[config.mk]
export PLATFORM = sky130hd
export DESIGN_NAME = block_mapping_flash_translation_flat
export DESIGN_NICKNAME = d
export VERILOG_FILES = /design/src/hw/rtl/bmft_pkg.sv /design/src/hw/rtl/bmft_if.sv /design/src/hw/rtl/block_mapping_flash_translation.sv /design/src/hw/rtl/bmft_ctrl.sv /design/src/hw/rtl/bmft_dp.sv /design/src/flat_wrapper.sv
export SDC_FILE = /design/constraint.sdc
export NUM_CORES = 1
export LEC_CHECK = 0
export ABC_AREA = 1
export BUFFER_PORTS_ARGS = -buffer_cell sky130_fd_sc_hd__buf_2
export CORE_UTILIZATION = 50
export CTS_CLUSTER_DIAMETER = 30
export DETAILED_ROUTE_END_ITERATION = 16
export PLACE_DENSITY = 0.68
export SETUP_SLACK_MARGIN = 0.1
export SLEW_MARGIN = 30
export SYNTH_ARGS = -nofsm -noshare
export SYNTH_HDL_FRONTEND = slang
export SYNTH_SLANG_ARGS = --single-unit
[constraint.sdc]
create_clock -name i_clk -period 4.7 [get_ports i_clk]
set_input_delay 0.94 -clock i_clk [delete_from_list [all_inputs] [get_ports i_clk]]
set_output_delay 0.94 -clock i_clk [all_outputs]
set_load 0.02 [all_outputs]
[src/hw/rtl/bmft_pkg.sv]
package bmft_pkg;

    // default geometry
    localparam int PAGES_PER_BLK_DEF = 4;
    localparam int DATA_BLOCKS_DEF   = 3;
    localparam int TOTAL_BLOCKS_DEF  = 4;

    // fixed field widths
    localparam int SEC_W  = 4;
    localparam int ADDR_W = 4;

    typedef enum logic [1:0] {
        FC_READ      = 2'd0,
        FC_PROG_HOST = 2'd1,
        FC_PROG_COPY = 2'd2,
        FC_ERASE     = 2'd3
    } t_flash_cmd;

    // which address goes out with a command
    typedef enum logic [1:0] {
        AS_PAGE = 2'd0,
        AS_SRC  = 2'd1,
        AS_DST  = 2'd2,
        AS_BLK  = 2'd3
    } t_addr_sel;

    typedef struct packed {
        logic       idle;
        logic       take;
        logic       lat_map;
        logic       lat_row;
        logic       push;
        t_flash_cmd fcmd;
        t_addr_sel  asel;
        logic       last;
        logic       cnt_clr;
        logic       cnt_inc;
        logic       upd_page;
        logic       upd_move;
    } t_dp_cmd;

    typedef struct packed {
        logic req_valid;
        logic op_wr;
        logic in_range;
        logic pg_written;
        logic at_off;
        logic at_end;
        logic out_free;
    } t_dp_sts;

endpackage

[src/hw/rtl/bmft_if.sv]
interface bmft_req_if import bmft_pkg::*; ();
    logic             valid;
    logic             ready;
    logic             operation;
    logic [SEC_W-1:0] logical_sector;

    modport source (output valid, output operation, output logical_sector, input ready);
    modport sink (input valid, input operation, input logical_sector, output ready);
endinterface

interface bmft_cmd_if import bmft_pkg::*; ();
    logic              valid;
    logic              ready;
    t_flash_cmd        flash_command;
    logic [ADDR_W-1:0] flash_address;
    logic              last;

    modport source (output valid, output flash_command, output flash_address, output last,
                    input ready);
    modport sink (input valid, input flash_command, input flash_address, input last,
                  output ready);
endinterface

[src/hw/rtl/block_mapping_flash_translation.sv]
// channel   dir  modport             payload
// i_req     in   bmft_req_if.sink    operation, logical_sector
// o_cmd     out  bmft_cmd_if.source  flash_command, flash_address, last
//
// a request takes three lookup steps (accept, map read, written-row read), then
// one flash command per cycle while the output register is free: one for a read
// or a first write, 2*PAGES_PER_BLK for an overwrite; an out-of-range sector gets none
// the pace is set by the registered read ports of the block map and written-row memories
// reset is synchronous; map and row written flags clear at once, so no clearing pass
// a held command in the output register stalls the sequencer and with it the request
// side; a held final command still lets the next request be taken and looked up
module block_mapping_flash_translation import bmft_pkg::*; #(
    parameter int PAGES_PER_BLK = PAGES_PER_BLK_DEF,
    parameter int DATA_BLOCKS   = DATA_BLOCKS_DEF,
    parameter int TOTAL_BLOCKS  = TOTAL_BLOCKS_DEF
) (
    input  logic       i_clk,
    input  logic       i_rst_n,
    bmft_req_if.sink   i_req,
    bmft_cmd_if.source o_cmd
);

    // command and status between sequencer and datapath
    t_dp_cmd dp_cmd;
    t_dp_sts dp_sts;

    // sequencer: lookup, single command, or block copy then erase
    bmft_ctrl u_ctrl (
        .i_clk   (i_clk),
        .i_rst_n (i_rst_n),
        .i_sts   (dp_sts),
        .o_cmd   (dp_cmd)
    );

    // datapath: block map, free block, written rows, address forming, output register
    bmft_dp #(
        .PAGES_PER_BLK (PAGES_PER_BLK),
        .DATA_BLOCKS   (DATA_BLOCKS),
        .TOTAL_BLOCKS  (TOTAL_BLOCKS)
    ) u_dp (
        .i_clk   (i_clk),
        .i_rst_n (i_rst_n),
        .i_req   (i_req),
        .o_out   (o_cmd),
        .i_cmd   (dp_cmd),
        .o_sts   (dp_sts)
    );

endmodule

[src/hw/rtl/bmft_ctrl.sv]
module bmft_ctrl import bmft_pkg::*; (
    input  logic    i_clk,
    input  logic    i_rst_n,
    input  t_dp_sts i_sts,
    output t_dp_cmd o_cmd
);

    typedef enum logic [6:0] {
        S_IDLE   = 7'b0000001,
        S_MAP    = 7'b0000010,
        S_ROW    = 7'b0000100,
        S_SINGLE = 7'b0001000,
        S_CP_RD  = 7'b0010000,
        S_CP_WR  = 7'b0100000,
        S_ERASE  = 7'b1000000
    } t_state;

    t_state r_state;
    t_state n_state;

    always_comb begin
        n_state = r_state;
        o_cmd   = '0;
        o_cmd.fcmd = FC_READ;
        o_cmd.asel = AS_PAGE;
        unique case (r_state)
            S_IDLE: begin
                o_cmd.idle = 1'b1;
                if (i_sts.req_valid) begin
                    o_cmd.take = 1'b1;
                    n_state    = S_MAP;
                end
            end
            S_MAP: begin
                o_cmd.lat_map = 1'b1;
                // sectors past the data blocks are dropped
                n_state = i_sts.in_range ? S_ROW : S_IDLE;
            end
            S_ROW: begin
                o_cmd.lat_row = 1'b1;
                o_cmd.cnt_clr = 1'b1;
                if (i_sts.op_wr && i_sts.pg_written) begin
                    n_state = S_CP_RD;
                end else begin
                    n_state = S_SINGLE;
                end
            end
            S_SINGLE: begin
                o_cmd.fcmd = i_sts.op_wr ? FC_PROG_HOST : FC_READ;
                o_cmd.last = 1'b1;
                if (i_sts.out_free) begin
                    o_cmd.push     = 1'b1;
                    o_cmd.upd_page = i_sts.op_wr;
                    n_state        = S_IDLE;
                end
            end
            S_CP_RD: begin
                if (i_sts.at_off) begin
                    o_cmd.fcmd = FC_PROG_HOST;
                    o_cmd.asel = AS_DST;
                end else begin
                    o_cmd.asel = AS_SRC;
                end
                if (i_sts.out_free) begin
                    o_cmd.push = 1'b1;
                    if (i_sts.at_off) begin
                        o_cmd.cnt_inc = 1'b1;
                        n_state       = i_sts.at_end ? S_ERASE : S_CP_RD;
                    end else begin
                        n_state = S_CP_WR;
                    end
                end
            end
            S_CP_WR: begin
                o_cmd.fcmd = FC_PROG_COPY;
                o_cmd.asel = AS_DST;
                if (i_sts.out_free) begin
                    o_cmd.push    = 1'b1;
                    o_cmd.cnt_inc = 1'b1;
                    n_state       = i_sts.at_end ? S_ERASE : S_CP_RD;
                end
            end
            S_ERASE: begin
                o_cmd.fcmd = FC_ERASE;
                o_cmd.asel = AS_BLK;
                o_cmd.last = 1'b1;
                if (i_sts.out_free) begin
                    o_cmd.push     = 1'b1;
                    o_cmd.upd_move = 1'b1;
                    n_state        = S_IDLE;
                end
            end
            default: begin
                n_state = S_IDLE;
            end
        endcase
    end

    always_ff @(posedge i_clk) begin
        if (!i_rst_n) begin
            r_state <= S_IDLE;
        end else begin
            r_state <= n_state;
        end
    end

endmodule

[src/hw/rtl/bmft_dp.sv]
module bmft_dp import bmft_pkg::*; #(
    parameter int PAGES_PER_BLK = PAGES_PER_BLK_DEF,
    parameter int DATA_BLOCKS   = DATA_BLOCKS_DEF,
    parameter int TOTAL_BLOCKS  = TOTAL_BLOCKS_DEF
) (
    input  logic       i_clk,
    input  logic       i_rst_n,
    bmft_req_if.sink   i_req,
    bmft_cmd_if.source o_out,
    input  t_dp_cmd    i_cmd,
    output t_dp_sts    o_sts
);

    localparam int SEC_N = 1 << SEC_W;
    localparam int MI_W  = (DATA_BLOCKS > 1) ? $clog2(DATA_BLOCKS) : 1;
    localparam int BK_W  = $clog2(TOTAL_BLOCKS);
    localparam int OF_W  = $clog2(PAGES_PER_BLK);
    localparam int PG_W  = $clog2(TOTAL_BLOCKS * PAGES_PER_BLK);

    function automatic logic [PG_W-1:0] page_of(input logic [BK_W-1:0] blk,
                                                 input logic [OF_W-1:0] pg);
        page_of = PG_W'(blk) * PG_W'(PAGES_PER_BLK) + PG_W'(pg);
    endfunction

    // request fields
    logic            r_op;
    logic [MI_W-1:0] r_lblk;
    logic [OF_W-1:0] r_off;
    logic            r_rng;
    logic [MI_W-1:0] lblk_in;
    logic [OF_W-1:0] off_in;
    logic            rng_in;

    // block map: memory plus per-entry written flag, unwritten reads as identity
    logic [BK_W-1:0]        map_mem [DATA_BLOCKS];
    logic [BK_W-1:0]        r_map_rd;
    logic [DATA_BLOCKS-1:0] r_map_vld;
    logic [BK_W-1:0]        pblk_now;
    logic [BK_W-1:0]        r_pblk;
    logic [BK_W-1:0]        r_fblk;

    // page-written rows, one row per physical block
    logic [PAGES_PER_BLK-1:0] row_mem [TOTAL_BLOCKS];
    logic [PAGES_PER_BLK-1:0] r_row_rd;
    logic [TOTAL_BLOCKS-1:0]  r_row_vld;
    logic [TOTAL_BLOCKS-1:0]  n_row_vld;
    logic [PAGES_PER_BLK-1:0] row_now;
    logic [PAGES_PER_BLK-1:0] r_row;
    logic [PAGES_PER_BLK-1:0] row_wdata;
    logic                     row_we;
    logic [BK_W-1:0]          row_waddr;

    logic [OF_W-1:0] r_cnt;

    // output register
    logic              r_out_vld;
    t_flash_cmd        r_out_cmd;
    logic [ADDR_W-1:0] r_out_addr;
    logic              r_out_last;
    logic [ADDR_W-1:0] addr_sel;

    // sector split as a small constant table
    always_comb begin
        lblk_in = '0;
        off_in  = '0;
        rng_in  = 1'b0;
        for (int s = 0; s < SEC_N; s++) begin
            if (i_req.logical_sector == SEC_W'(s)) begin
                rng_in = (s / PAGES_PER_BLK) < DATA_BLOCKS;
                off_in = OF_W'(s % PAGES_PER_BLK);
                if ((s / PAGES_PER_BLK) < DATA_BLOCKS) begin
                    lblk_in = MI_W'(s / PAGES_PER_BLK);
                end
            end
        end
    end

    assign i_req.ready = i_cmd.idle;

    always_ff @(posedge i_clk) begin
        if (i_cmd.take) begin
            r_op   <= i_req.operation;
            r_lblk <= lblk_in;
            r_off  <= off_in;
            r_rng  <= rng_in;
        end
    end

    // map memory
    always_ff @(posedge i_clk) begin
        r_map_rd <= map_mem[lblk_in];
        if (i_cmd.upd_move) begin
            map_mem[r_lblk] <= r_fblk;
        end
    end

    assign pblk_now = r_map_vld[r_lblk] ? r_map_rd : BK_W'(r_lblk);

    always_ff @(posedge i_clk) begin
        if (!i_rst_n) begin
            r_map_vld <= '0;
            r_fblk    <= BK_W'(DATA_BLOCKS);
        end else if (i_cmd.upd_move) begin
            r_map_vld[r_lblk] <= 1'b1;
            r_fblk            <= r_pblk;
        end
    end

    always_ff @(posedge i_clk) begin
        if (i_cmd.lat_map) begin
            r_pblk <= pblk_now;
        end
    end

    // row memory
    assign row_we    = i_cmd.upd_page | i_cmd.upd_move;
    assign row_waddr = i_cmd.upd_move ? r_fblk : r_pblk;
    assign row_wdata = r_row | (PAGES_PER_BLK'(1) << r_off);

    always_ff @(posedge i_clk) begin
        r_row_rd <= row_mem[pblk_now];
        if (row_we) begin
            row_mem[row_waddr] <= row_wdata;
        end
    end

    assign row_now = r_row_vld[r_pblk] ? r_row_rd : '0;

    // new row marked written, old block dropped after a move
    always_comb begin
        n_row_vld = r_row_vld;
        if (row_we) begin
            n_row_vld[row_waddr] = 1'b1;
        end
        if (i_cmd.upd_move) begin
            n_row_vld[r_pblk] = 1'b0;
        end
    end

    always_ff @(posedge i_clk) begin
        if (!i_rst_n) begin
            r_row_vld <= '0;
        end else begin
            r_row_vld <= n_row_vld;
        end
    end

    always_ff @(posedge i_clk) begin
        if (i_cmd.lat_row) begin
            r_row <= row_now;
        end
        if (i_cmd.cnt_clr) begin
            r_cnt <= '0;
        end else if (i_cmd.cnt_inc) begin
            r_cnt <= r_cnt + 1'b1;
        end
    end

    always_comb begin
        unique case (i_cmd.asel)
            AS_PAGE: addr_sel = ADDR_W'(page_of(r_pblk, r_off));
            AS_SRC:  addr_sel = ADDR_W'(page_of(r_pblk, r_cnt));
            AS_DST:  addr_sel = ADDR_W'(page_of(r_fblk, r_cnt));
            AS_BLK:  addr_sel = ADDR_W'(r_pblk);
        endcase
    end

    always_ff @(posedge i_clk) begin
        if (!i_rst_n) begin
            r_out_vld <= 1'b0;
        end else if (i_cmd.push) begin
            r_out_vld <= 1'b1;
        end else if (o_out.ready) begin
            r_out_vld <= 1'b0;
        end
    end

    always_ff @(posedge i_clk) begin
        if (i_cmd.push) begin
            r_out_cmd  <= i_cmd.fcmd;
            r_out_addr <= addr_sel;
            r_out_last <= i_cmd.last;
        end
    end

    assign o_out.valid         = r_out_vld;
    assign o_out.flash_command = r_out_cmd;
    assign o_out.flash_address = r_out_addr;
    assign o_out.last          = r_out_last;

    assign o_sts.req_valid  = i_req.valid;
    assign o_sts.op_wr      = r_op;
    assign o_sts.in_range   = r_rng;
    assign o_sts.pg_written = row_now[r_off];
    assign o_sts.at_off     = (r_cnt == r_off);
    assign o_sts.at_end     = (r_cnt == OF_W'(PAGES_PER_BLK - 1));
    assign o_sts.out_free   = !r_out_vld || o_out.ready;

endmodule

[src/flat_wrapper.sv]
// flat-port wrapper written by rule: the top's interface ports become plain ports
module block_mapping_flash_translation_flat import bmft_pkg::*;
#(
    parameter int PAGES_PER_BLK = PAGES_PER_BLK_DEF,
    parameter int DATA_BLOCKS   = DATA_BLOCKS_DEF,
    parameter int TOTAL_BLOCKS  = TOTAL_BLOCKS_DEF
)
  (i_clk, i_rst_n, i_req_valid, i_req_operation, i_req_logical_sector, i_req_ready, o_cmd_valid, o_cmd_flash_command, o_cmd_flash_address, o_cmd_last, o_cmd_ready);
  bmft_req_if i_req_i ();
  bmft_cmd_if o_cmd_i ();
  input  logic i_clk;
  input  logic i_rst_n;
  input wire logic [$bits(i_req_i.valid)-1:0] i_req_valid;
  input wire logic [$bits(i_req_i.operation)-1:0] i_req_operation;
  input wire logic [$bits(i_req_i.logical_sector)-1:0] i_req_logical_sector;
  output wire logic [$bits(i_req_i.ready)-1:0] i_req_ready;
  output wire logic [$bits(o_cmd_i.valid)-1:0] o_cmd_valid;
  output wire logic [$bits(o_cmd_i.flash_command)-1:0] o_cmd_flash_command;
  output wire logic [$bits(o_cmd_i.flash_address)-1:0] o_cmd_flash_address;
  output wire logic [$bits(o_cmd_i.last)-1:0] o_cmd_last;
  input wire logic [$bits(o_cmd_i.ready)-1:0] o_cmd_ready;
  assign i_req_i.valid = i_req_valid;
  assign i_req_i.operation = i_req_operation;
  assign i_req_i.logical_sector = i_req_logical_sector;
  assign i_req_ready = i_req_i.ready;
  assign o_cmd_valid = o_cmd_i.valid;
  assign o_cmd_flash_command = o_cmd_i.flash_command;
  assign o_cmd_flash_address = o_cmd_i.flash_address;
  assign o_cmd_last = o_cmd_i.last;
  assign o_cmd_i.ready = o_cmd_ready;
  block_mapping_flash_translation #(.PAGES_PER_BLK(PAGES_PER_BLK), .DATA_BLOCKS(DATA_BLOCKS), .TOTAL_BLOCKS(TOTAL_BLOCKS)) u_core (.i_clk(i_clk), .i_rst_n(i_rst_n), .i_req(i_req_i), .o_cmd(o_cmd_i));
endmodule
## Word-level counts from Yosys, hierarchy flattened

Memories as Yosys holds them, arrays and structs flattened. A register that Yosys moved wholly into a read port is not among the register bits.
Index checks and enable logic that the tools add are counted.

- Output and inout bits: 9
- Memories kept: 2
- Logic and storage cells: 164
- Memory bits (read-only): 0
- Bits of input ports: 9
- Bits in registers: 38
- Bits in writable memories: 22
- Bits in latches: 0

Memory list:

| memory | depth | width | read ports | clocked after Yosys merged registers in | write ports | RTL line | RTL |
|---|---|---|---|---|---|---|---|
| u_core.u_dp.row_mem | 4 | 4 | 1 | 1 | 1 | bmft_dp.sv:43 | `logic [PAGES_PER_BLK-1:0] row_mem [TOTAL_BLOCKS];` |
| u_core.u_dp.map_mem | 3 | 2 | 1 | 1 | 1 | bmft_dp.sv:35 | `logic [BK_W-1:0] map_mem [DATA_BLOCKS];` |

- Add/sub/neg operators: 4
- Eq/ne operators: 31
- Multiplexer cells: 84
- Shifts and indexed selects: 1
- Reductions and logical operators: 13
- Order comparisons: 7
- Multipliers: 0
- Bitwise gates (word level): 6
- Div/mod/pow operators: 0

Operators with widths:

| operator | number |
|---|---|
| two-way mux 2 bit | 23 |
| two-way mux 7 bit | 6 |
| case mux 7 bit (6 select lines) | 1 |
| two-way mux 1 bit | 39 |
| == test 4 bit (second input constant) | 8 |
| == test 4 x 3 -> 1 bit (second input constant) | 4 |
| case mux 4 bit (4 select lines) | 1 |
| adder 4 x 2 -> 4 bit | 3 |
| less-than comparator 2 x 3 -> 1 bit (second input constant) | 4 |
| two-way mux 4 bit | 3 |
| case mux 3 bit (4 select lines) | 1 |
| == test 4 x 2 -> 1 bit (second input constant) | 2 |
| bitwise OR 4 bit | 2 |
| == test 7 x 1 -> 1 bit (second input constant) | 1 |
| == test 7 x 2 -> 1 bit (second input constant) | 1 |
| == test 7 x 3 -> 1 bit (second input constant) | 1 |
| == test 7 x 4 -> 1 bit (second input constant) | 1 |
| == test 7 x 5 -> 1 bit (second input constant) | 1 |
| == test 7 x 6 -> 1 bit (second input constant) | 1 |
| == test 7 bit (second input constant) | 1 |
| binary-select mux 1 bit (select 2 bit) | 3 |
| demux 1 bit (select 2 bit) | 3 |
| == test 2 bit (second input constant) | 3 |
| >= comparator 2 x 1 -> 1 bit (second input constant) | 3 |
| other kinds (24) | 30 |

## Longest topological paths before layout

Gate-level depths: netlist of run 1.

- Word-level depth: 15
- Mapped depth: 13
- Gate-level depth less buffers: 13

## By module

Synthesis of run 1 repeated with hierarchy kept, for this count alone.

- Cells, all modules: 329
- Area, all modules: 3065.4 µm²

Modules (own cells, without submodules):

| module | cells each | seq. area each (µm²) | area an instance (µm²) | instances |
|---|---|---|---|---|
| bmft_dp | 236 | 1591.5 | 2484.9 | 1 |
| bmft_ctrl | 93 | 140.1 | 580.6 | 1 |

## Least setup slack after synthesis of run 1

Ideal clock, no wire load.

- Path type: input-to-reg
- From: input port o_cmd_ready
- To: memory u_core.u_dp.row_mem[0][0] in the netlist's numbering (enable)
- Buffers on the path: 0
- Data arrival time: 1754 ps
- Stages: 7
- Setup slack: 2624 ps
- Setup time: 322 ps
- Required time: 4378 ps
- Cells stage by stage: nor2_4 -> inv_1 -> nand2_4 -> nand2_1 -> o21ai_4 -> inv_2 -> nor2_2

- Longest elaborated chain between the ends: 6
- Elaborated cells between the ends (all ways): 9
- Those cells by class: 7 x mux; 1 x bitwise; 1 x reduce/logical

RTL lines:

| element | RTL line | RTL |
|---|---|---|
| from (decl) | flat_wrapper.sv:21 | `input wire logic [$bits(o_cmd_i.ready)-1:0] o_cmd_ready;` |
| logical OR 1 bit (*) | bmft_dp.sv:197 | `assign o_sts.out_free = !r_out_vld \|\| o_out.ready;` |
| two-way mux 1 bit, on equally long branches | bmft_ctrl.sv:51, bmft_ctrl.sv:87 |  |
| two-way mux 1 bit | bmft_ctrl.sv:26 | `unique case (r_state)` |
| bitwise OR 1 bit | bmft_dp.sv:116 | `assign row_we = i_cmd.upd_page \| i_cmd.upd_move;` |
| two-way mux 1 bit | bmft_dp.sv:122 | `if (row_we) begin` |
| two-way mux 1 bit (implied by the code) | bmft_dp.sv:123 | `row_mem[row_waddr] <= row_wdata;` |
| to (decl) | bmft_dp.sv:43 |  |

Mark *: on every way between the ends. The rest lies on a longest branch, timed or not.

## Worst setup path after layout of run 1

- From: register u_core.u_ctrl.r_state[4]
- To: output port i_req_ready

- Longest elaborated chain between the ends: 2

RTL lines:

| element | RTL line | RTL |
|---|---|---|
| from (decl) | bmft_ctrl.sv:18 | `t_state r_state;` |
| from (signal assigned) | bmft_ctrl.sv:103 | `r_state <= n_state;` |
| == test 7 x 1 -> 1 bit | bmft_ctrl.sv:26 |  |
| two-way mux 2 bit | bmft_ctrl.sv:26 |  |
| to (decl) | flat_wrapper.sv:16 | `output wire logic [$bits(i_req_i.ready)-1:0] i_req_ready;` |

No other way between the ends.

==> metrics.csv, run 1 <==
stage,metric,value,unit
outcome,status,finished clean,
power_and_ir_drop,leakagePower,0.00136,uW
power_and_ir_drop,p_switching,324,uW
layout,seqCellArea,1730,um^2
cts,cts_made_buffers,9,
setup_path,critPathRequiredTime,3.76,ns
detailed_routing,first_pass_iters,4,
grt,grt_pass1_wl,8950,um
layout,fin_nets,337,
synth,synth_warnings,0,
layout,drive_gt1_share,21.4,%
sta,finClkSkew,0.00568,ns
synth,postSynthCellCount,302,
power_and_ir_drop,switching_share,25.6,%
sta,hold_viol,0,
setup_path,crit_type,flop to primary output,
sta,tightestPinTransition,0.657,ns
placement,dpl_cell_area,3090,um^2
floorplan,core_area,5570,um^2
layout,diodes,0,
floorplan,die_w,78.5,um
cts,clockBufferDepth,2,
setup_path,worst-r2r-setup-slack,2.87,ns
cts,clock-sinks,66,
synth,syn-cell-area,2930,um^2
power_and_ir_drop,powerDensity,388,nW/um^2
layout,multiInputGateArea,982,um^2
grt,grt_max_degree,14,
min_path,hp-class,flop to flop,
layout,n_fill_cell,492,
cts,root_buffer,clkbuf_8,
floorplan,rows,27,
setup_path,arrival,1.44,ns
sta,fin_crit,2.38,ns
grt,antenna_found_initial,0,
power_and_ir_drop,clockPowerShare,34.1,%
grt,track_usage,20.0,%
setup_path,startpoint_type,flop,
setup_path,end_kind,primary output,
grt,grt_pass1_vias,1887,
cts,clk_pin_slew_worst_paths,0.06,ns
layout,syn2layout_area_growth,11.5,%
placement,portBuffers,17,
layout,final_common_cell,inv_1,
sta,maxSlewHeadroom,56.2,%
detailed_routing,viasPerCell,4.85,
grt,globalRouteOverflowTotal,0,
detailed_routing,num_vias,1959,
sta,setup_violations,0,
power_and_ir_drop,p_int,943,uW
sta,rsz0062_at_grt,no,
floorplan,die-area,6170,um^2
sta,fin_crit_sh,50.6,%
synth,avgSynthCellArea,9.69,um^2
cts,cts_tree,yes,
cts,cts-htree-levels,3,
layout,mostFrequentLayoutCells,"inv_1, nand2_1, edfxtp_1",
cts,clkLatencyLatePin,0.33,ns
cts,ctsHoldBuffers,0,
floorplan,pin_count,18,
setup_path,cp_max_fo,4,
detailed_routing,finalWirelength,5320,um
power_and_ir_drop,p_comb_share,12.5,%
synth,yosysUniqueCellTypes,33,
cts,cts-resized-gates,0,
detailed_routing,drtIter0Drc,132,
power_and_ir_drop,finalPower,1270,uW
sta,max_freq,421,MHz
placement,gp_congestion,0.885,
detailed_routing,drc,0,
detailed_routing,wire_per_inst,13.2,um
sta,fin_tns_setup,0,ns
synth,ys_seq_area_share,59.1,%
floorplan,start_util,52.5,%
floorplan,die_h,78.5,um
placement,dpl.hpwl,4010,um
cts,post_cts_buffers,0,
power_and_ir_drop,pwr-share-seq,53.4,%
synth,ys_seq_elements,66,
detailed_routing,ant_nets,0,
layout,final_area,3270,um^2
synth,synth.net_count,312,
sta,slew_viol_final,0,
flow_run,drv_cap,0,
power_and_ir_drop,peakVddDrop,262,uV
[through the flow]
| step | setup slack (ns) | cells | hold WS [ns] | util, % |
|---|---|---|---|---|
| floorplan | 2.62 | 302 | 0.422 | - |
| global placement | 2.39 | 388 | 0.442 | 55.4 |
| detailed placement | 2.36 | 388 | 0.439 | 55.4 |
| CTS | 2.31 | 404 | 0.459 | 58.6 |
| global route | 2.23 | 404 | 0.485 | 58.6 |
| finish | 2.32 | 404 | 0.455 | 58.6 |
[cell usage after synthesis]
| master | number | share of area (%) |
|---|---|---|
| inv_1 | 45 | 5.8 |
| nand2_1 | 44 | 5.6 |
| edfxtp_1 | 41 | 42 |
| nor2_1 | 39 | 5.0 |
| dfxtp_1 | 25 | 17 |
| o21ai_0 | 22 | 3.8 |
| nand3_1 | 11 | 1.9 |
| nor2_2 | 9 | 1.9 |
| inv_2 | 8 | 1.0 |
| o22ai_1 | 8 | 1.7 |
| a21oi_1 | 5 | 0.85 |
| nand2_2 | 5 | 1.1 |
| nor2_4 | 5 | 1.9 |
| o21a_1 | 4 | 1.0 |
| or2_2 | 4 | 0.85 |
| nor3_1 | 3 | 0.51 |
| clkbuf_1 | 2 | 0.26 |
| nand2_4 | 2 | 0.77 |
| nand4_1 | 2 | 0.43 |
| o211ai_1 | 2 | 0.51 |
| o21ai_2 | 2 | 0.60 |
| o21ai_4 | 2 | 1.1 |
| xor2_1 | 2 | 0.60 |
| a21oi_2 | 1 | 0.30 |
| and3_2 | 1 | 0.26 |
| clkbuf_4 | 1 | 0.26 |
| ha_1 | 1 | 0.43 |
| nand3_2 | 1 | 0.34 |
| nor2_8 | 1 | 0.68 |
| nor3_4 | 1 | 0.56 |
| o211ai_2 | 1 | 0.43 |
| o21ai_1 | 1 | 0.17 |
| or2_0 | 1 | 0.21 |
[layout make-up]
cell class / instances / area share (%)
Clock inverter: 5 / 1.42
Timing Repair Buffer: 17 / 2.61
Sequential cell: 66 / 53.0
Multi-Input combinational cell: 180 / 30.1
Clock buffer: 11 / 4.02
Tap cell: 72 / 2.76
Inverter: 53 / 6.09
[sequential cells by signal, summed over array words and instances (netlist names)]
register / flops
u_core.u_dp.o_out.last: 1
u_core.u_dp.o_out.flash_address: 4
u_core.u_dp.r_lblk: 2
u_core.u_dp.r_cnt: 2
u_core.u_dp.o_out.flash_command: 2
u_core.u_dp.o_out.valid: 1
u_core.u_dp.r_off: 2
u_core.u_dp.r_rng: 1
u_core.u_dp.r_pblk: 2
u_core.u_dp.r_row: 4
u_core.u_dp.r_fblk: 2
u_core.u_dp.r_row_vld: 4
u_core.u_dp.map_mem: 6
u_core.u_dp.r_op: 1
u_core.u_dp.row_mem: 16
u_core.u_ctrl.r_state: 7
u_core.u_dp.r_map_vld: 3
u_core.u_dp.r_row_rd: 4
u_core.u_dp.r_map_rd: 2
[cell families (layout without fill, tap and decap cells)]
group                    count (synthesis)  after routing  share of synthesized area (%)
AO/OA/AOI/OAI                           48             48                           10.5
XOR/XNOR                                 2              2                          0.598
buffers and inverters                   56             86                           7.31
flip-flops                              66             66                           59.1
adder cells (fa/ha/maj)                  1              1                          0.427
AND/OR/NAND/NOR                        129            129                           22.1
[layer usage]
metal  track usage, %  up-vias  wire (um)  share of wire, %
met1             26.0      885       2550                48
met2             30.8       32       2450                46
met4             9.63        0        114               2.1
met3             5.23        9        198               3.7
met5                0        -          0                 0
li1                 -     1033          -                 -
[power by group through the flow]
stage / sequential, uW / combinational (uW) / clock, uW
finish: 677 / 159 / 432
global route: 682 / 181 / 470
CTS: 677 / 158 / 446
detailed placement: 689 / 155 / 0
global placement: 689 / 156 / 0
floorplan: 684 / 120 / 0
[final timing paths]
check | startpoint | to | cells past startpoint
worst max register to register | u_core.u_ctrl.r_state[4] | u_core.u_dp.o_out.flash_command[1] | 7
worst max-delay path | u_core.u_ctrl.r_state[4] | i_req_ready | 5
worst min register to register | u_core.u_dp.map_mem[2][0] | u_core.u_dp.r_map_rd[0] | 2
worst min-delay path | u_core.u_dp.map_mem[2][0] | u_core.u_dp.r_map_rd[0] | 2
[critical path, stage by stage, from the launching register on]
cell and delay (ns):
dfxtp_1 0.32, inv_1 0.09, nand2_2 0.09, nor2_2 0.18, and3_2 0.25, buf_2 0.17
Power figures use the tool's default switching activity.
==> run 2: changes to the inputs <==
- PLACE_DENSITY: 0.68 -> 0.7
- clock period: 4.7 -> 1.9 ns (I/O delays scaled with it)
==> metrics.csv, run 2 (same netlist as run 1, synthesis figures left out) <==
stage,metric,value,unit,change
outcome,status,finished clean,,
layout,diodes,0,,unchanged
detailed_routing,viasPerCell,5.09,,+4.9%
sta,fin_crit,1.73,ns,
layout,largest_register_ffs,16,,unchanged
grt,grt_max_degree,14,,unchanged
sta,tightestPinTransition,0.478,ns,-0.179 ns
sta,slew_viol_final,0,,unchanged
setup_path,cp_slowest_cell,dfxtp_1,,
layout,syn2layout_area_growth,13.7,%,
layout,final_common_cell,inv_1,,
detailed_routing,first_pass_iters,4,,unchanged
cts,cts_made_buffers,9,,unchanged
cts,root_buffer,clkbuf_8,,
floorplan,die-area,6170,um^2,unchanged
power_and_ir_drop,leakagePower,0.00139,uW,+2.0%
cts,clk_pin_slew_worst_paths,0.07,ns,about the same
setup_path,cp_max_fo,4,,unchanged
cts,clockBufferDepth,2,,unchanged
sta,maxSlewHeadroom,68.0,%,+12 points
detailed_routing,finalWirelength,5600,um,+5.4%
detailed_routing,wire_per_inst,13.7,um,+4.3%
layout,fin_nets,341,,+1.2%
sta,rsz0062_at_grt,yes,,
grt,antenna_found_initial,0,,unchanged
grt,globalRouteOverflowTotal,0,,unchanged
detailed_routing,ant_nets,0,,unchanged
cts,ctsHoldBuffers,0,,unchanged
setup_path,end_kind,primary output,,
detailed_routing,num_vias,2076,,+6.0%
flow_run,drv_cap,0,,unchanged
floorplan,pin_count,18,,unchanged
placement,portBuffers,17,,unchanged
sta,fin_crit_sh,91.2,%,
setup_path,crit_type,flop to primary output,,
cts,clkLatencyLatePin,0.35,ns,+0.02 ns
layout,largest-register,u_core.u_dp.row_mem,,
power_and_ir_drop,peakVddDrop,592,uV,+130%
floorplan,start_util,52.5,%,unchanged
setup_path,arrival,1.35,ns,-0.09 ns
floorplan,core_area,5570,um^2,unchanged
floorplan,die_w,78.5,um,unchanged
layout,seqCellArea,1730,um^2,unchanged
layout,reg.largest.list,"u_core.u_dp.row_mem: 16 flops, u_core.u_ctrl.r_state: 7 flops, u_core.u_dp.map_mem: 6 flops",,
cts,clock-sinks,66,,unchanged
cts,cts_tree,yes,,
sta,hold_viol,0,,unchanged
sta,finClkSkew,0.00608,ns,+0.000399 ns
floorplan,rows,27,,unchanged
sta,fin_tns_setup,0,ns,unchanged
grt,grt_pass1_wl,9000,um,+0.61%
power_and_ir_drop,powerDensity,980,nW/um^2,+150%
grt,track_usage,20.1,%,+0.16 points
floorplan,die_h,78.5,um,unchanged
layout,multiInputGateArea,996,um^2,+1.4%
setup_path,startpoint_type,flop,,
setup_path,path_cells,inv_1 -> nand2_2 -> nor2_4 -> and3_4 -> buf_4,,
setup_path,slowest_delay,0.33,ns,about the same
detailed_routing,drc,0,,unchanged
layout,mostFrequentLayoutCells,"inv_1, nand2_1, edfxtp_1",,
cts,cts-htree-levels,3,,unchanged
sta,max_freq,577,MHz,
placement,dpl.hpwl,4110,um,+2.4%
power_and_ir_drop,finalPower,3260,uW,+160%
grt,grt_pass1_vias,1939,,+2.8%
min_path,hp-class,input pin to flop,,
detailed_routing,drtIter0Drc,76,,-42%
setup_path,critPathRequiredTime,1.52,ns,-2.24 ns
layout,n_fill_cell,468,,-4.9%
placement,gp_congestion,0.885,,about the same
layout,drive_gt1_share,23.2,%,+1.8 points
sta,setup_violations,0,,unchanged
==> run 2: repair_timing <==
item	CTS	global route
gates resized for setup	1	5
setup endpoints to repair	1	22
setup buffers	0	3
hold endpoints to repair	0	0
pin swaps	0	1
==> run 2: area by class of cell <==
| type | instances | share of cell area, % |
|---|---|---|
| clock buffer | 11 | 4.25 |
| tap | 72 | 2.71 |
| sequential | 66 | 52.0 |
| multi-input combinational | 180 | 29.9 |
| clock inverter | 5 | 1.62 |
| timing repair buffer | 21 | 3.53 |
| inverter | 53 | 5.98 |
==> run 2: critical path, delay by kind of cell (launching register included) <==
family,cells,cell delay (ns)
buffers and inverters,2,0.23
and+or+nand+nor,3,0.45
DFF,1,0.33
==> run 2: worst paths after layout <==
check	from	to	slack (ns)	cells after the start
worst max register to register	u_core.u_ctrl.r_state[5]	u_core.u_dp.row_mem[0][3]	0.18	7
worst min register to register	u_core.u_dp.map_mem[2][1]	u_core.u_dp.r_map_rd[1]	0.47	2
worst min-delay path	i_req_logical_sector[1]	u_core.u_dp.r_off[1]	0.20	1
worst max-delay path	u_core.u_ctrl.r_state[6]	i_req_ready	0.17	5
==> run 2: where the power goes <==
group	switching [uW]	total [uW]	internal, uW
clock network	532	1170	635
registers	75.0	1680	1600
logic	265	420	156
total	872	3260	2390
==> run 2: metal layers <==
| metal | up-vias | routed length [um] | track usage (%) | share of wire [%] |
|---|---|---|---|---|
| li1 | 1042 | - | - | - |
| met1 | 983 | 2610 | 25.0 | 47 |
| met2 | 42 | 2660 | 31.7 | 47 |
| met3 | 9 | 253 | 7.21 | 4.5 |
| met4 | 0 | 83 | 8.15 | 1.5 |
| met5 | - | 0 | 0 | 0 |
==> run 2: per-stage QoR <==
stage / hold WS, ns / util, % / setup slack, ns / std cells / instance area (um^2)
after detailed placement: 0.448 / 55.5 / 0.134 / 389 / 3100
after CTS: 0.187 / 59.1 / 0.110 / 405 / 3300
after global routing: 0.184 / 59.7 / 0.0748 / 408 / 3330
after global placement: 0.441 / 55.5 / 0.180 / 389 / 3100
after floorplan: 0.422 / - / 0.246 / 302 / 2930
final: 0.204 / 59.7 / 0.167 / 408 / 3330
==> run 3: changes to the inputs <==
- ABC_AREA: 1 -> default
==> metrics.csv, run 3 <==
stage,metric,value,unit,change
synth,yosysUniqueCellTypes,52,,+58%
detailed_routing,drc,0,,unchanged
setup_path,cp_max_fo,6,,+2
grt,antenna_found_initial,0,,unchanged
sta,setup_violations,0,,unchanged
grt,grt_pass1_vias,2154,,+11%
setup_path,slowest_delay,0.37,ns,+0.04 ns
detailed_routing,first_pass_iters,4,,unchanged
layout,mostFrequentLayoutCells,"edfxtp_1, buf_4, nor2_1, dfxtp_1, mux2i_1",,
placement,dpl_cell_area,3390,um^2,+9.7%
synth,synth.net_count,290,,-7.1%
layout,final_common_cell,edfxtp_1,,
layout,largest-register,u_core.u_dp.row_mem,,
power_and_ir_drop,peakVddDrop,640,uV,+8.1%
synth,synth_edf_count,41,,unchanged
synth,postSynthCellCount,280,,-7.3%
synth,synth_ff_type,edfxtp_1,,
grt,globalRouteOverflowTotal,0,,unchanged
cts,clock-sinks,66,,unchanged
sta,fin_crit,1.77,ns,+0.0411 ns
setup_path,cp_slowest_cell,dfxtp_4,,
floorplan,rows,28,,+3.7%
synth,avgSynthCellArea,11.0,um^2,+14%
detailed_routing,wire_per_inst,16.9,um,+23%
setup_path,end_kind,primary output,,
sta,holdWs,0.213,ns,+0.00899 ns
placement,portBuffers,17,,unchanged
placement,dpl.hpwl,4880,um,+19%
floorplan,start_util,51.9,%,-0.61 points
setup_path,arrival,1.39,ns,+0.04 ns
detailed_routing,finalWirelength,6780,um,+21%
layout,drive_gt1_share,28.7,%,+5.5 points
setup_path,worst-r2r-cell-count,7,,unchanged
synth,synth_largest_area_cell,edfxtp_1,,
floorplan,pin_count,18,,unchanged
grt,track_usage,23.1,%,+3.0 points
detailed_routing,num_vias,2242,,+8.0%
sta,finClkSkew,0.00662,ns,+0.000542 ns
sta,fin_tns_setup,0,ns,unchanged
cts,root_buffer,clkbuf_8,,
setup_path,crit_type,flop to primary output,,
sta,maxSlewHeadroom,71.1,%,+3.1 points
floorplan,die_w,80.6,um,+2.7%
outcome,status,finished clean,,
setup_path,startpoint_type,flop,,
sta,rsz0062_at_grt,yes,,
cts,clockBufferDepth,2,,unchanged
layout,diodes,0,,unchanged
cts,clk_pin_slew_worst_paths,0.08,ns,about the same
synth,synth.area.top_cells,"edfxtp_1, dfxtp_1, mux2i_1",,
flow_run,drv_cap,0,,unchanged
layout,final_core_util,63.4,%,+3.6 points
sta,hold_viol,0,,unchanged
setup_path,critPathRequiredTime,1.52,ns,about the same
power_and_ir_drop,leakagePower,0.00144,uW,+3.7%
sta,timing.final.ws_setup,0.126,ns,-0.0411 ns
detailed_routing,ant_nets,0,,unchanged
layout,reg.largest.list,"u_core.u_dp.row_mem: 16 flops, u_core.u_ctrl.r_state: 7 flops, u_core.u_dp.map_mem: 6 flops",,
layout,fin_nets,332,,-2.6%
setup_path,cpMostUsedCell,buf_6,,
cts,cts_tree,yes,,
power_and_ir_drop,powerDensity,869,nW/um^2,-11%
detailed_routing,drtIter0Drc,160,,+110%
setup_path,path_cells,buf_6 -> nor3_4 -> and4b_2 -> buf_6,,
placement,pre_cts_slack,0.0657,ns,-0.0686 ns
layout,largest_register_ffs,16,,unchanged
layout,syn2layout_area_growth,22.1,%,
cts,clkLatencyLatePin,0.34,ns,about the same
synth,synth.top_cell.area_share,39.8,%,-2.2 points
synth,ys_seq_elements,66,,unchanged
synth,syn-cell-area,3090,um^2,+5.6%
synth,synth_warnings,0,,unchanged
min_path,hp-class,input pin to flop,,
detailed_routing,viasPerCell,5.58,,+9.6%
synth,yosys-top-cells-count,"edfxtp_1, dfxtp_1, nor2_1",,
grt,grt_pass1_wl,10800,um,+20%
min_path,min_path_cells,1,,unchanged
sta,max_freq,564,MHz,-2.3%
layout,final_area,3770,um^2,+13%
synth,ys_seq_area_share,56.0,%,-3.1 points
grt,grt_max_degree,17,,+3
sta,slew_viol_final,0,,unchanged
floorplan,die_h,80.6,um,+2.7%
floorplan,core_area,5960,um^2,+6.8%
cts,cts-htree-levels,3,,unchanged
sta,fin_crit_sh,93.4,%,+2.2 points
synth,synthArstFlopShare,0,%,unchanged
synth,synth.most_common_cell,edfxtp_1,,
floorplan,die-area,6500,um^2,+5.5%
placement,gp_congestion,0.904,,+2.2%
cts,cts_made_buffers,9,,unchanged
cts,ctsHoldBuffers,0,,unchanged
sta,tightestPinTransition,0.433,ns,-0.0459 ns
run 3: changes by cell type after synthesis, sizes merged, moves of 5 or more:
cell / change
a21oi: +13
o22ai: -5
or2: -5
inv: -46
nand2b: +6
nand3: -5
o21ai: -12
buf: +9
nor2: -28
clkbuf: +5
nor2b: +10
and2: +6
mux2i: +19
nand2: -36
run 3: worst paths after layout:
kind,start,endpoint,slack [ns]
max,u_core.u_ctrl.r_state[6],i_req_ready,0.13
min,i_req_logical_sector[0],u_core.u_dp.r_off[0],0.21
max reg2reg,u_core.u_ctrl.r_state[6],u_core.u_ctrl.r_state[3],0.13
min reg2reg,u_core.u_dp.r_map_vld[2],u_core.u_dp.r_map_vld[2],0.50
run 3: final cells by class:
class,instances,area [um^2]
clock buffers,9,124
repair buffers,48,335
flip-flops and latches,66,1740
multi-input cells,190,1330
clock inverters,7,118
well taps,75,93.8
fillers,479,2180
inverters,7,26.3
run 3: critical path: cells and delay by family, from the launching register on:
family | cells | cell delay [ns]
simple gates | 2 | 0.42
buf+inv | 2 | 0.25
flops | 1 | 0.37
run 3: what timing repair did:
| item | CTS | global route |
|---|---|---|
| resized for setup | 10 | 15 |
| endpoints found under the hold margin | 0 | 0 |
| pin swaps | 2 | 6 |
| buffers inserted | 3 | 2 |
| setup endpoints to repair | 9 | 27 |
run 3: kinds of logic (layout without fill, tap and decap cells):
logic type	Yosys count	after routing	synth area share, %
and+or+nand+nor	99	99	17.2
buffers and inverters	24	71	4.25
AOI/OAI and AO/OA	64	64	13.4
DFF	66	66	56.0
xor gates and xnor gates	5	5	1.42
adders and majority gates	1	1	0.405
muxes	21	21	7.24
run 3: metal layers:
metal / routed length, um / track usage (%) / share of wire, % / vias up
li1: - / - / - / 1105
met1: 3220 / 30.4 / 47 / 1093
met2: 3290 / 35.8 / 48 / 35
met3: 169 / 4.55 / 2.5 / 9
met4: 103 / 12.0 / 1.5 / 0
met5: 0 / 0 / 0 / -
run 3: report_power, final:
part,internal (uW),switching (uW)
Sequential,1550,38.5
Combinational,123,148
Clock,868,548
Total,2550,734
run 3: stage by stage:
stage | power, uW | std cells
final | 3280 | 402
after global routing | 3400 | 402
after CTS | 3290 | 400
after detailed placement | 1880 | 381
after global placement | 1870 | 381
after floorplan | 1800 | 280
